`src/hdl/ascon_aead128_engine_unit_macros.svh`:
```
// ------------------------------------------------------------------------
// Assertion macros for the Ascon-AEAD128 engine
// Shared concurrent checks, clocked on the rising edge.
// ------------------------------------------------------------------------
`ifndef ASCON_AEAD128_ENGINE_UNIT_MACROS_SVH
`define ASCON_AEAD128_ENGINE_UNIT_MACROS_SVH

// implication checked outside reset
`define ASC_ASSERT_IMPLY(lbl, clk, rst, ante, cons) \
   lbl: assert property (@(posedge clk) disable iff (rst) (ante) |-> (cons)) \
      else $error("ascon engine check failed");

// condition that must hold in the cycle after reset was high
`define ASC_ASSERT_AFTER_RESET(lbl, clk, rst, cons) \
   lbl: assert property (@(posedge clk) (rst) |=> (cons)) \
      else $error("ascon engine reset check failed");

`endif

```
`src/hdl/ascon_pkg.sv`:
```
// ------------------------------------------------------------------------
// ascon_pkg
// Types, constants and the permutation round for the Ascon-AEAD128 engine.
// ------------------------------------------------------------------------
`default_nettype none

package ascon_pkg;

   localparam int WORD_W  = 64;
   localparam int BLOCK_W = 128;
   localparam int LEN_W   = 5;
   localparam int LANES   = 5;

   localparam logic [LEN_W-1:0] FULL_LEN = 5'd16;

   localparam logic [WORD_W-1:0] ASCON_IV = 64'h00001000808c0001;
   localparam logic [WORD_W-1:0] DOM_SEP  = 64'h8000000000000000;

   localparam logic [1:0] CSR_KEY_LOW  = 2'd0;
   localparam logic [1:0] CSR_KEY_HIGH = 2'd1;
   localparam logic [1:0] CSR_DECRYPT  = 2'd2;

   typedef enum logic [1:0] {
      OP_START = 2'd0,
      OP_AD    = 2'd1,
      OP_TEXT  = 2'd2,
      OP_FINAL = 2'd3
   } opcode_type;

   typedef enum logic [1:0] {
      KIND_TEXT   = 2'd0,
      KIND_TAG    = 2'd1,
      KIND_VERIFY = 2'd2
   } result_kind_type;

   typedef struct packed {
      logic [1:0]        opcode;
      logic [WORD_W-1:0] word_low;
      logic [WORD_W-1:0] word_high;
      logic [LEN_W-1:0]  byte_count;
   } req_type;

   typedef struct packed {
      logic [WORD_W-1:0] out_word_low;
      logic [WORD_W-1:0] out_word_high;
      logic [LEN_W-1:0]  out_byte_count;
      logic [1:0]        result_kind;
      logic              tag_ok;
      logic              order_error;
   } rsp_type;

   // decoded request as it sits in the queue
   typedef struct packed {
      opcode_type         op;
      logic [BLOCK_W-1:0] block;
      logic [BLOCK_W-1:0] mask;
      logic [LEN_W-1:0]   len;
      logic               full;
   } cmd_type;

   typedef logic [LANES-1:0][WORD_W-1:0] lanes_type;

   function automatic logic [7:0] round_const(input logic [3:0] idx);
      logic [7:0] rc;
      case (idx)
         4'd0:    rc = 8'h3c;
         4'd1:    rc = 8'h2d;
         4'd2:    rc = 8'h1e;
         4'd3:    rc = 8'h0f;
         4'd4:    rc = 8'hf0;
         4'd5:    rc = 8'he1;
         4'd6:    rc = 8'hd2;
         4'd7:    rc = 8'hc3;
         4'd8:    rc = 8'hb4;
         4'd9:    rc = 8'ha5;
         4'd10:   rc = 8'h96;
         4'd11:   rc = 8'h87;
         4'd12:   rc = 8'h78;
         4'd13:   rc = 8'h69;
         4'd14:   rc = 8'h5a;
         4'd15:   rc = 8'h4b;
         default: rc = 8'h00;
      endcase
      return rc;
   endfunction

   function automatic logic [WORD_W-1:0] rotr(input logic [WORD_W-1:0] v, input int n);
      return (v >> n) | (v << (WORD_W - n));
   endfunction

   // one round: constant addition, S-box layer, linear diffusion
   function automatic lanes_type ascon_round(input lanes_type s, input logic [7:0] rc);
      lanes_type x;
      lanes_type t;
      lanes_type r;
      x    = s;
      x[2] = x[2] ^ {56'h0, rc};
      x[0] = x[0] ^ x[4];
      x[4] = x[4] ^ x[3];
      x[2] = x[2] ^ x[1];
      t[0] = x[0] ^ (~x[1] & x[2]);
      t[1] = x[1] ^ (~x[2] & x[3]);
      t[2] = x[2] ^ (~x[3] & x[4]);
      t[3] = x[3] ^ (~x[4] & x[0]);
      t[4] = x[4] ^ (~x[0] & x[1]);
      t[1] = t[1] ^ t[0];
      t[0] = t[0] ^ t[4];
      t[3] = t[3] ^ t[2];
      t[2] = ~t[2];
      r[0] = t[0] ^ rotr(t[0], 19) ^ rotr(t[0], 28);
      r[1] = t[1] ^ rotr(t[1], 61) ^ rotr(t[1], 39);
      r[2] = t[2] ^ rotr(t[2], 1) ^ rotr(t[2], 6);
      r[3] = t[3] ^ rotr(t[3], 10) ^ rotr(t[3], 17);
      r[4] = t[4] ^ rotr(t[4], 7) ^ rotr(t[4], 41);
      return r;
   endfunction

endpackage

`default_nettype wire

```
`src/hdl/ascon_front.sv`:
```
// ------------------------------------------------------------------------
// ascon_front
// Accepts requests, clamps the byte count, builds the byte mask and
// holds decoded requests in a short queue for the sequencer.
// ------------------------------------------------------------------------
`default_nettype none

module ascon_front #(
   parameter int DEPTH = 2
) (
   input  wire                     clock,
   input  wire                     reset,
   input  wire                     req_valid,
   output logic                    req_stall,
   input  ascon_pkg::req_type      req_data,
   output logic                    cmd_valid,
   output ascon_pkg::cmd_type      cmd_data,
   input  wire                     cmd_pop
);

   localparam int PTR_W = (DEPTH > 1) ? $clog2(DEPTH) : 1;
   localparam int CNT_W = $clog2(DEPTH + 1);

   ascon_pkg::cmd_type     entry_ff [DEPTH];
   ascon_pkg::cmd_type     decoded;
   logic [PTR_W-1:0]       wr_ptr_ff, wr_ptr_in;
   logic [PTR_W-1:0]       rd_ptr_ff, rd_ptr_in;
   logic [CNT_W-1:0]       count_ff, count_in;
   logic [ascon_pkg::LEN_W-1:0] len_clamped;
   logic                   push;
   logic                   pop;

   always_comb begin
      len_clamped = (req_data.byte_count > ascon_pkg::FULL_LEN) ?
                    ascon_pkg::FULL_LEN : req_data.byte_count;
      decoded.op    = ascon_pkg::opcode_type'(req_data.opcode);
      decoded.block = {req_data.word_high, req_data.word_low};
      decoded.len   = len_clamped;
      decoded.full  = (len_clamped == ascon_pkg::FULL_LEN);
      for (int k = 0; k < ascon_pkg::BLOCK_W / 8; k++) begin
         decoded.mask[8*k +: 8] = (ascon_pkg::LEN_W'(k) < len_clamped) ? 8'hff : 8'h00;
      end
   end

   assign req_stall = (count_ff == CNT_W'(DEPTH));
   assign push      = req_valid && !req_stall;
   assign cmd_valid = (count_ff != '0);
   assign pop       = cmd_pop && cmd_valid;
   assign cmd_data  = entry_ff[rd_ptr_ff];

   always_comb begin
      wr_ptr_in = wr_ptr_ff;
      rd_ptr_in = rd_ptr_ff;
      count_in  = count_ff;
      if (push) begin
         wr_ptr_in = (wr_ptr_ff == PTR_W'(DEPTH - 1)) ? '0 : PTR_W'(wr_ptr_ff + 1'b1);
      end
      if (pop) begin
         rd_ptr_in = (rd_ptr_ff == PTR_W'(DEPTH - 1)) ? '0 : PTR_W'(rd_ptr_ff + 1'b1);
      end
      if (push && !pop) begin
         count_in = CNT_W'(count_ff + 1'b1);
      end else if (pop && !push) begin
         count_in = CNT_W'(count_ff - 1'b1);
      end
   end

   always_ff @(posedge clock) begin
      if (push) begin
         entry_ff[wr_ptr_ff] <= decoded;
      end
      if (reset) begin
         wr_ptr_ff <= '0;
         rd_ptr_ff <= '0;
         count_ff  <= '0;
      end else begin
         wr_ptr_ff <= wr_ptr_in;
         rd_ptr_ff <= rd_ptr_in;
         count_ff  <= count_in;
      end
   end

endmodule

`default_nettype wire

```
`src/hdl/ascon_back.sv`:
```
// ------------------------------------------------------------------------
// ascon_back
// Sequencer that carries out queued requests on the 320-bit state,
// one permutation round per cycle, and drives the response register.
// ------------------------------------------------------------------------
`default_nettype none

module ascon_back (
   input  wire                          clock,
   input  wire                          reset,
   input  wire [ascon_pkg::WORD_W-1:0]  key_low,
   input  wire [ascon_pkg::WORD_W-1:0]  key_high,
   input  wire                          decrypt_mode,
   input  wire                          cmd_valid,
   input  ascon_pkg::cmd_type           cmd_data,
   output logic                         cmd_pop,
   output logic                         rsp_valid,
   input  wire                          rsp_stall,
   output ascon_pkg::rsp_type           rsp_data
);

   typedef enum logic [2:0] {
      ST_IDLE,
      ST_DISPATCH,
      ST_ROUND,
      ST_POST,
      ST_EMIT
   } state_type;

   typedef enum logic [2:0] {
      PH_IDLE,
      PH_AD_OPEN,
      PH_AD_BUSY,
      PH_TEXT,
      PH_TEXT_DONE
   } phase_type;

   typedef enum logic [2:0] {
      PO_START,
      PO_AD,
      PO_CLOSE,
      PO_TEXT,
      PO_FINAL
   } post_type;

   state_type             state_ff, state_in;
   phase_type             phase_ff, phase_in;
   post_type              post_ff, post_in;
   ascon_pkg::lanes_type  lanes_ff, lanes_in;
   logic [3:0]            rc_ff, rc_in;
   ascon_pkg::cmd_type    cmd_ff, cmd_in;
   ascon_pkg::rsp_type    res_ff, res_in;
   ascon_pkg::rsp_type    rsp_ff, rsp_in;
   logic                  rsp_valid_ff, rsp_valid_in;

   logic [ascon_pkg::BLOCK_W-1:0] rate_cur;
   logic [ascon_pkg::BLOCK_W-1:0] rate_new;
   logic [ascon_pkg::BLOCK_W-1:0] text_out;
   logic [ascon_pkg::BLOCK_W-1:0] pad_vec;
   logic [ascon_pkg::BLOCK_W-1:0] tag_vec;
   logic                          order_err;

   assign cmd_pop   = (state_ff == ST_IDLE);
   assign rsp_valid = rsp_valid_ff;
   assign rsp_data  = rsp_ff;

   always_comb begin
      state_in     = state_ff;
      phase_in     = phase_ff;
      post_in      = post_ff;
      lanes_in     = lanes_ff;
      rc_in        = rc_ff;
      cmd_in       = cmd_ff;
      res_in       = res_ff;
      rsp_in       = rsp_ff;
      rsp_valid_in = rsp_valid_ff && rsp_stall;
      order_err    = 1'b0;

      rate_cur = {lanes_ff[1], lanes_ff[0]};
      pad_vec  = ascon_pkg::BLOCK_W'(1) << {cmd_ff.len[3:0], 3'b000};
      tag_vec  = {lanes_ff[4] ^ key_high, lanes_ff[3] ^ key_low};
      if (decrypt_mode) begin
         text_out = (rate_cur ^ cmd_ff.block) & cmd_ff.mask;
         rate_new = (rate_cur & ~cmd_ff.mask) | (cmd_ff.block & cmd_ff.mask);
      end else begin
         rate_new = rate_cur ^ (cmd_ff.block & cmd_ff.mask);
         text_out = rate_new & cmd_ff.mask;
      end

      case (state_ff)
         ST_IDLE: begin
            if (cmd_valid) begin
               cmd_in   = cmd_data;
               state_in = ST_DISPATCH;
            end
         end

         ST_DISPATCH: begin
            case (cmd_ff.op)
               ascon_pkg::OP_START: begin
                  if (phase_ff != PH_IDLE) begin
                     order_err = 1'b1;
                  end else begin
                     lanes_in[0] = ascon_pkg::ASCON_IV;
                     lanes_in[1] = key_low;
                     lanes_in[2] = key_high;
                     lanes_in[3] = cmd_ff.block[63:0];
                     lanes_in[4] = cmd_ff.block[127:64];
                     rc_in       = 4'd4;
                     post_in     = PO_START;
                     state_in    = ST_ROUND;
                  end
               end

               ascon_pkg::OP_AD: begin
                  if (phase_ff == PH_AD_OPEN || phase_ff == PH_AD_BUSY) begin
                     {lanes_in[1], lanes_in[0]} = rate_cur ^ (cmd_ff.block & cmd_ff.mask) ^
                                                  (cmd_ff.full ? '0 : pad_vec);
                     rc_in    = 4'd8;
                     post_in  = PO_AD;
                     state_in = ST_ROUND;
                  end else begin
                     order_err = 1'b1;
                  end
               end

               ascon_pkg::OP_TEXT: begin
                  if (phase_ff == PH_IDLE || phase_ff == PH_TEXT_DONE) begin
                     order_err = 1'b1;
                  end else if (phase_ff == PH_AD_BUSY) begin
                     // close associated data with an empty padded block
                     lanes_in[0] = lanes_ff[0] ^ 64'h1;
                     rc_in       = 4'd8;
                     post_in     = PO_CLOSE;
                     state_in    = ST_ROUND;
                  end else if (phase_ff == PH_AD_OPEN) begin
                     lanes_in[4] = lanes_ff[4] ^ ascon_pkg::DOM_SEP;
                     phase_in    = PH_TEXT;
                  end else begin
                     res_in                = '0;
                     res_in.out_word_low   = text_out[63:0];
                     res_in.out_word_high  = text_out[127:64];
                     res_in.out_byte_count = cmd_ff.len;
                     res_in.result_kind    = ascon_pkg::KIND_TEXT;
                     if (cmd_ff.full) begin
                        {lanes_in[1], lanes_in[0]} = rate_new;
                        rc_in    = 4'd8;
                        post_in  = PO_TEXT;
                        state_in = ST_ROUND;
                     end else begin
                        {lanes_in[1], lanes_in[0]} = rate_new ^ pad_vec;
                        phase_in = PH_TEXT_DONE;
                        state_in = ST_EMIT;
                     end
                  end
               end

               ascon_pkg::OP_FINAL: begin
                  if (phase_ff == PH_IDLE) begin
                     order_err = 1'b1;
                  end else if (phase_ff == PH_AD_BUSY) begin
                     lanes_in[0] = lanes_ff[0] ^ 64'h1;
                     rc_in       = 4'd8;
                     post_in     = PO_CLOSE;
                     state_in    = ST_ROUND;
                  end else if (phase_ff == PH_AD_OPEN) begin
                     lanes_in[4] = lanes_ff[4] ^ ascon_pkg::DOM_SEP;
                     phase_in    = PH_TEXT;
                  end else begin
                     // an open text phase still owes its empty padded block
                     if (phase_ff == PH_TEXT) begin
                        lanes_in[0] = lanes_ff[0] ^ 64'h1;
                     end
                     lanes_in[2] = lanes_ff[2] ^ key_low;
                     lanes_in[3] = lanes_ff[3] ^ key_high;
                     rc_in       = 4'd4;
                     post_in     = PO_FINAL;
                     state_in    = ST_ROUND;
                  end
               end

               default: begin
                  order_err = 1'b1;
               end
            endcase

            if (order_err) begin
               res_in             = '0;
               res_in.order_error = 1'b1;
               state_in           = ST_EMIT;
            end
         end

         ST_ROUND: begin
            lanes_in = ascon_pkg::ascon_round(lanes_ff, ascon_pkg::round_const(rc_ff));
            rc_in    = 4'(rc_ff + 4'd1);
            if (rc_ff == 4'hf) begin
               state_in = ST_POST;
            end
         end

         ST_POST: begin
            case (post_ff)
               PO_START: begin
                  lanes_in[3] = lanes_ff[3] ^ key_low;
                  lanes_in[4] = lanes_ff[4] ^ key_high;
                  phase_in    = PH_AD_OPEN;
                  state_in    = ST_IDLE;
               end
               PO_AD: begin
                  if (cmd_ff.full) begin
                     phase_in = PH_AD_BUSY;
                  end else begin
                     lanes_in[4] = lanes_ff[4] ^ ascon_pkg::DOM_SEP;
                     phase_in    = PH_TEXT;
                  end
                  state_in = ST_IDLE;
               end
               PO_CLOSE: begin
                  // resume the pending text or finalize request
                  lanes_in[4] = lanes_ff[4] ^ ascon_pkg::DOM_SEP;
                  phase_in    = PH_TEXT;
                  state_in    = ST_DISPATCH;
               end
               PO_TEXT: begin
                  state_in = ST_EMIT;
               end
               PO_FINAL: begin
                  res_in = '0;
                  if (decrypt_mode) begin
                     res_in.result_kind = ascon_pkg::KIND_VERIFY;
                     res_in.tag_ok      = (tag_vec == cmd_ff.block);
                  end else begin
                     res_in.result_kind   = ascon_pkg::KIND_TAG;
                     res_in.out_word_low  = tag_vec[63:0];
                     res_in.out_word_high = tag_vec[127:64];
                  end
                  phase_in = PH_IDLE;
                  state_in = ST_EMIT;
               end
               default: begin
                  state_in = ST_IDLE;
               end
            endcase
         end

         ST_EMIT: begin
            // hold until the response register frees up
            if (!rsp_valid_ff || !rsp_stall) begin
               rsp_in       = res_ff;
               rsp_valid_in = 1'b1;
               state_in     = ST_IDLE;
            end
         end

         default: begin
            state_in = ST_IDLE;
         end
      endcase
   end

   always_ff @(posedge clock) begin
      lanes_ff <= lanes_in;
      rc_ff    <= rc_in;
      cmd_ff   <= cmd_in;
      res_ff   <= res_in;
      rsp_ff   <= rsp_in;
      post_ff  <= post_in;
      if (reset) begin
         state_ff     <= ST_IDLE;
         phase_ff     <= PH_IDLE;
         rsp_valid_ff <= 1'b0;
      end else begin
         state_ff     <= state_in;
         phase_ff     <= phase_in;
         rsp_valid_ff <= rsp_valid_in;
      end
   end

endmodule

`default_nettype wire

```
`src/hdl/ascon_aead128_engine_unit.sv`:
```
// Path from acceptance to response valid: queue, idle, dispatch, emit for a short final
// text block or an order error; full text blocks and finalize also run the permutation
// rounds, one per cycle, then post. An open associated phase adds a dispatch pass, and
// owed padding a closing round run; associated data and start return to idle after post.
// Throughput: one request at a time; the queue keeps accepting while one runs.
// Synchronous reset empties queue and response register, returns the phase to idle.
// ------------------------------------------------------------------------
// ascon_aead128_engine_unit
// Ascon-AEAD128 engine: configuration registers, request front end,
// round sequencer and response register.
// ------------------------------------------------------------------------
`default_nettype none
`include "ascon_aead128_engine_unit_macros.svh"

module ascon_aead128_engine_unit #(
   parameter int QUEUE_DEPTH = 2
) (
   input  wire                          clock,
   input  wire                          reset,
   input  wire                          req_valid,
   output logic                         req_stall,
   input  ascon_pkg::req_type           req_data,
   output logic                         rsp_valid,
   input  wire                          rsp_stall,
   output ascon_pkg::rsp_type           rsp_data,
   input  wire                          csr_write_enable,
   input  wire [1:0]                    csr_index,
   input  wire [ascon_pkg::WORD_W-1:0]  csr_write_data
);

   logic [ascon_pkg::WORD_W-1:0] key_low_ff, key_high_ff;
   logic                         decrypt_mode_ff;
   logic                         cmd_valid;
   logic                         cmd_pop;
   ascon_pkg::cmd_type           cmd_data;

   always_ff @(posedge clock) begin
      if (reset) begin
         key_low_ff      <= '0;
         key_high_ff     <= '0;
         decrypt_mode_ff <= 1'b0;
      end else if (csr_write_enable) begin
         case (csr_index)
            ascon_pkg::CSR_KEY_LOW:  key_low_ff      <= csr_write_data;
            ascon_pkg::CSR_KEY_HIGH: key_high_ff     <= csr_write_data;
            ascon_pkg::CSR_DECRYPT:  decrypt_mode_ff <= csr_write_data[0];
            default: ;
         endcase
      end
   end

   ascon_front #(
      .DEPTH (QUEUE_DEPTH)
   ) u_front (
      .clock     (clock),
      .reset     (reset),
      .req_valid (req_valid),
      .req_stall (req_stall),
      .req_data  (req_data),
      .cmd_valid (cmd_valid),
      .cmd_data  (cmd_data),
      .cmd_pop   (cmd_pop)
   );

   ascon_back u_back (
      .clock        (clock),
      .reset        (reset),
      .key_low      (key_low_ff),
      .key_high     (key_high_ff),
      .decrypt_mode (decrypt_mode_ff),
      .cmd_valid    (cmd_valid),
      .cmd_data     (cmd_data),
      .cmd_pop      (cmd_pop),
      .rsp_valid    (rsp_valid),
      .rsp_stall    (rsp_stall),
      .rsp_data     (rsp_data)
   );

   `ASC_ASSERT_AFTER_RESET(a_reset_clears, clock, reset, !rsp_valid && !req_stall)
   `ASC_ASSERT_IMPLY(a_error_clean, clock, reset, rsp_valid && rsp_data.order_error, rsp_data.result_kind == ascon_pkg::KIND_TEXT && rsp_data.out_byte_count == '0 && !rsp_data.tag_ok && rsp_data.out_word_low == '0 && rsp_data.out_word_high == '0)
   `ASC_ASSERT_IMPLY(a_tag_clean, clock, reset, rsp_valid && rsp_data.result_kind == ascon_pkg::KIND_TAG, rsp_data.out_byte_count == '0 && !rsp_data.tag_ok && !rsp_data.order_error)
   `ASC_ASSERT_IMPLY(a_text_len, clock, reset, rsp_valid && rsp_data.result_kind == ascon_pkg::KIND_TEXT, rsp_data.out_byte_count <= ascon_pkg::FULL_LEN && !rsp_data.tag_ok)

endmodule

`default_nettype wire
```
`config.mk`:
```
export PLATFORM = sky130hd
export DESIGN_NAME = ascon_aead128_engine_unit
export DESIGN_NICKNAME = d
export VERILOG_FILES = /design/src/hdl/ascon_pkg.sv /design/src/hdl/ascon_front.sv /design/src/hdl/ascon_back.sv /design/src/hdl/ascon_aead128_engine_unit.sv
export VERILOG_INCLUDE_DIRS = /design/src /design/src/hdl
export SDC_FILE = /design/constraint.sdc
export NUM_CORES = 2
export LEC_CHECK = 0
export BUFFER_PORTS_ARGS = -buffer_cell sky130_fd_sc_hd__buf_4
export CORE_UTILIZATION = 43
export CTS_BUF_LIST = sky130_fd_sc_hd__clkbuf_4 sky130_fd_sc_hd__clkbuf_8 sky130_fd_sc_hd__clkbuf_16
export DETAILED_ROUTE_END_ITERATION = 10
export PLACE_DENSITY = 0.58
export SLEW_MARGIN = 20
export SYNTH_ARGS = -nofsm -noshare
export SYNTH_HDL_FRONTEND = slang
export SYNTH_SLANG_ARGS = --single-unit
```
`constraint.sdc`:
```
create_clock -name clock -period 13.9 [get_ports clock]
set_input_delay 2.78 -clock clock [delete_from_list [all_inputs] [get_ports clock]]
set_output_delay 2.78 -clock clock [all_outputs]
set_load 0.005 [all_outputs]
```
Word-level counts from Yosys, hierarchy flattened --
Memories as Yosys holds them, arrays and structs flattened. A register that Yosys moved wholly into a read port is not among the register bits. Index checks and enable logic that the tools add are counted.
Word-level totals: logic and storage cells 343, memories 2, register bits 741, RAM bits 528, input port bits 206, bits in read-only memories 128
Operators by class: order comparisons 17, add/subtract/negate cells 5, shift operators 1, eq/ne operators 67, bitwise operators 59, reductions and logical operators 42, muxes and demuxes 120
Memories:
- u_front.entry_ff | depth 2, bits a word 264, rd ports 1, clocked after Yosys merged registers in 1, write ports 1, line ascon_front.sv:24 | ascon_pkg::cmd_type entry_ff [DEPTH];
- (name not given) | depth 16, bits a word 8, rd ports 1, clocked after Yosys merged registers in 1, write ports 0, line ascon_pkg.sv:65 | case (idx)
Operator list (count):
- bitwise XOR 64 bit | 25
- two-way mux 128 bit | 9
- two-way mux 137 bit | 6
- two-way mux 64 bit | 9
- case mux 64 bit (3 select lines) | 3
- bitwise AND 128 bit | 4
- bitwise XOR 128 bit | 4
- two-way mux 192 bit | 2
- inverter 64 bit | 6
- case mux 128 bit (3 select lines) | 1
- case mux 192 bit (2 select lines) | 1
- bitwise AND 64 bit | 5
- two-way mux 320 bit | 1
- case mux 137 bit (2 select lines) | 1
- case mux 128 bit (2 select lines) | 1
- case mux 64 bit (4 select lines) | 1
- two-way mux 8 bit | 17
- equality test 128 bit | 1
- inverter 128 bit | 1
- bitwise OR 128 bit | 1
- left shift 1 x 7 -> 128 bit (first input constant) | 1
- two-way mux 3 bit | 29
- bitwise OR 23 x 64 -> 64 bit | 1
- bitwise OR 25 x 64 -> 64 bit | 1
- other kinds (58) | 180

Depth between registers and ports, before layout --
depth in word-level cells 12, depth in mapped cells 11

Modules after synthesis --
Synthesis repeated with hierarchy kept, for this count alone.
Unflattened totals: cell total of the unflattened synthesis 6441, area total of the unflattened synthesis 76334.5 µm²
By module, submodules not included:
- ascon_back | cells an instance 5310, seq. area each 26275.2 µm², area an instance 58877.7 µm², times used 1
- ascon_front | cells an instance 640, seq. area each 9168.8 µm², area an instance 12167.9 µm², times used 1
- ascon_aead128_engine_unit | cells an instance 491, seq. area each 2582.5 µm², area an instance 5288.8 µm², times used 1

Least setup slack after synthesis --
No wires, ideal clock.
path kind reg2reg, start register u_back.cmd_ff[262] in the netlist's numbering, end register u_back.lanes_ff[256] in the netlist's numbering, enable pin, setup slack 1.766 ns, data arrival time 11.314 ns, clock period less this slack 12.134 ns, cell stages (with the launch flop) 10, required time 13.080 ns, setup time 0.820 ns, path buffers 1, cells stage by stage edfxtp_1 inv_1 ha_1 buf_2 nor2_1 a2bb2oi_1 nor2_1 nor2_1 nor2_1 a2111oi_0
On the way: longest elaborated chain between the ends 3, elaborated cells on any way between the ends 10, those cells by class eq/ne (8); reduce/logical (2)
Ends and longest elaborated chain:
- start: declaration | line ascon_back.sv:51 | ascon_pkg::cmd_type cmd_ff, cmd_in;
- start signal: assignment | line ascon_back.sv:265 | cmd_ff <= cmd_in;
- equality test 2 bit / logical NOT 2 bit (equally long branches) | line ascon_back.sv:99 | case (cmd_ff.op)
- inequality test 4 bit (no line) / inequality test 3 bit (equally long branches)
- AND reduction 10 bit (no line) (*)
- end signal: assignment | line ascon_back.sv:263 | lanes_ff <= lanes_in;
- end: declaration | line ascon_back.sv:49 | ascon_pkg::lanes_type lanes_ff, lanes_in;
Every way passes the cells marked *; elsewhere a longest branch is shown, timed or not. A chain may end at the register's enable or synchronous reset.

Final worst setup path --
start register u_front.count_ff[0], end output port req_stall
On the way: longest elaborated chain between the ends 1
Ends and longest elaborated chain:
- start: declaration | line ascon_front.sv:28 | logic [CNT_W-1:0] count_ff, count_in;
- start signal: assignment | line ascon_front.sv:79 | count_ff <= count_in;
- equality test 2 bit | line ascon_front.sv:45 | assign req_stall = (count_ff == CNT_W'(DEPTH));
- end: declaration | line ascon_aead128_engine_unit.sv:21 | output logic req_stall,
Every way passes these cells.

==> qor.yml <==
routing:
  wirelength_mm: 326
  viasPerCell: 6.17
  dr.first_iter.drc_count: 8544
  dr.pass1.iters: 9
  detail-route-antenna-nets: 0
  route.detailed.drc: 0
  post_drt_wl_per_cell_um: 36.2
  via_count: 55613
worst_setup_path:
  critPathArrivalTime_ps: 1590
  cp-start-kind: "flip-flop"
  critPathBufInv: 2
  cp_cell_sequence: "nand2b_1 > inv_1 > buf_4"
  path_max_fanout: 4
  worstSetupEndpointType: "primary output"
  cp_slowest_cell: "dfxtp_1"
  required_ps: 11120
  crit_family: "flip-flops"
  slowest_delay_ps: 400
  path_class: "reg2out"
floorplan:
  num_rows: 149
  chipWidth_um: 409
  dieArea_um2: 167000
  fp.coreArea_um2: 165000
  start_util_pct: 43.3
  die_y_um: 409
  num_io_pins: 345
sta:
  worstMarginPinSlew_ps: 1380
  post-route-min-period_ps: 4370
  period_share_pct: 31.4
  slew_headroom_pct: 7.24
  skew_ps: 45.8
  rsz0062_at_grt: "false"
  slew_viol_final: 0
  hold_ws_ps: 402
  tns_ps: 0
  fmax_mhz: 229
  hold_violations: 0
  setup_violations: 0
finish:
  n_fill_cell: 14927
  fin_nets: 7040
  syn_to_final_growth_pct: 13.7
  drive_gt1_share_pct: 15.9
synthesis:
  netlist_instances: 6557
  synth.distinct_cells: 88
  synth-edff-count: 1054
  synth_area_leader_cell: "edfxtp_1"
  synth_area_leaders: "edfxtp_1 44%, xnor2_1 14%, nand2_1 4.3%"
  syn-cell-area_um2: 71300
  yosysSeqAreaShare_pct: 48.5
  syn_nets: 6898
  avgSynthCellArea_um2: 10.9
  ys_async_sr_fraction_pct: 0
  synthTopCellsByCount: "1112 x xnor2_1, 1054 x edfxtp_1, 816 x nand2_1, 423 x a21oi_1, 372 x o21ai_0"
  ys_warn_count: 0
  synth_top_area_share_pct: 44.4
  yosysMostFrequentCell: "xnor2_1"
  ys.flop_type: "edfxtp_1"
  ys_seq_elements: 1202
placed_design:
  dp_hpwl_mm: 245
  portBuffers: 344
  gp_congestion: 1.09
flow_run:
  cap_violations: 0
global_routing:
  grt_first_pass_wirelength_mm: 437
  grt_pass1_vias: 50700
  grt-ovfl-total: 0
  antenna_found_initial: 27
  grtUsageTotal_pct: 38.2
  grt_max_degree: 91
clock_tree:
  clk_pin_slew_ps: 60
  cts_buffer_depth: 3
  cts_buffers: 140
  cts_max_level: 4
  cts_tree: "built"
  clock_sinks: 1202
  postCtsHoldBufs: 0
  ctsResizeCount: 0
  cts_setup_buffers: 0
  clkLatencyLatePin_ps: 850
  cts_root_buffer: "clkbuf_16"
outcome:
  status: "complete, no violations"
min_path:
  hp-class: "reg2reg"
==> worst paths after layout <==
path / cells past startpoint / slack (ps) / endpoint / start
worst min register to register: 0 / 400 / u_back.rsp_data[40] / u_back.res_ff[40]
worst min-delay path: 0 / 400 / u_back.rsp_data[40] / u_back.res_ff[40]
worst max-delay path: 3 / 9530 / req_stall / u_front.count_ff[0]
worst max register to register: 9 / 9680 / u_back.lanes_ff[43] / u_back.state_ff[2]
==> stage by stage <==
step	utilization, %	instances	instance area (um^2)	worst slack (ps)
2_1_floorplan	-	6557	71300	1770
3_3_place_gp	46.2	8746	76200	8790
3_5_place_dp	46.3	8746	76200	8740
4_1_cts	49.2	9002	81000	9500
5_1_grt	49.2	9002	81100	9420
6_report	49.2	9010	81100	9530
==> cells in the final DEF (no fill, tap or decap), types with 14 or more instances in the layout <==
cell type / instances
a2111oi_0: 40
a211oi_1: 60
a21oi_1: 420
a22oi_1: 38
and2_1: 35
buf_4: 536
clkbuf_16: 142
clkbuf_4: 36
clkinv_2: 19
dfxtp_1: 145
edfxtp_1: 1054
ha_1: 132
inv_1: 161
maj3_1: 20
mux2_2: 157
mux2i_1: 36
nand2_1: 816
nand2b_1: 19
nand3_1: 88
nand4_1: 68
nor2_1: 186
nor2b_1: 14
nor3_1: 26
nor4_1: 22
o211ai_1: 132
o21ai_0: 372
o21ai_1: 20
o221ai_1: 65
o22ai_1: 159
o31ai_1: 14
xnor2_1: 1097
xnor2_2: 49
xnor3_1: 96
xor2_1: 281
xor2_2: 23
==> metal layers <==
metal | vias to the layer above | track usage [%] | wire [um]
li1 | 23489 | - | -
met1 | 27799 | 52.3 | 131000
met5 | - | 0.431 | 249
met3 | 667 | 9.09 | 36400
met2 | 3636 | 55.6 | 138000
met4 | 22 | 20.6 | 20100
==> final cells by class <==
type / count / area (um^2) / area share [%]
repair buffers: 537 / 4040 / 4.99
inverters: 167 / 628 / 0.775
well taps: 2189 / 2740 / 3.38
multi-input cells: 4651 / 34200 / 42.2
clock inverters: 67 / 817 / 1.01
clock buffers: 189 / 3980 / 4.90
diodes: 8 / 20.0 / 0.0247
flip-flops and latches: 1202 / 34600 / 42.7
==> sequential cells by signal, indices dropped and copies added (netlist names), 2 cells and up, named ones only <==
name	count
u_front.entry_ff	302
u_back.post_ff	3
u_back.state_ff	3
key_low_ff	64
u_back.cmd_ff	151
u_back.rsp_data	137
u_back.res_ff	137
key_high_ff	64
u_back.phase_ff	3
u_back.lanes_ff	320
u_back.rc_ff	4
u_front.count_ff	2
==> cells by family (layout without fill, tap and decap cells) <==
kind of cell    Yosys count  after routing  synth area share, %
other cells               0              8                    0
xor+xnor               1554           1554                 21.7
compound gates         1403           1403                 12.0
flops                  1202           1202                 48.5
buf+inv                 704            960                 3.92
mux                     197            197                 3.05
fa+ha+maj               159            159                 2.71
simple gates           1338           1338                 8.11
Power is left out: the tool's default activity adds up to more than one toggle a clock period on the data nets, which glitch-free logic cannot reach.
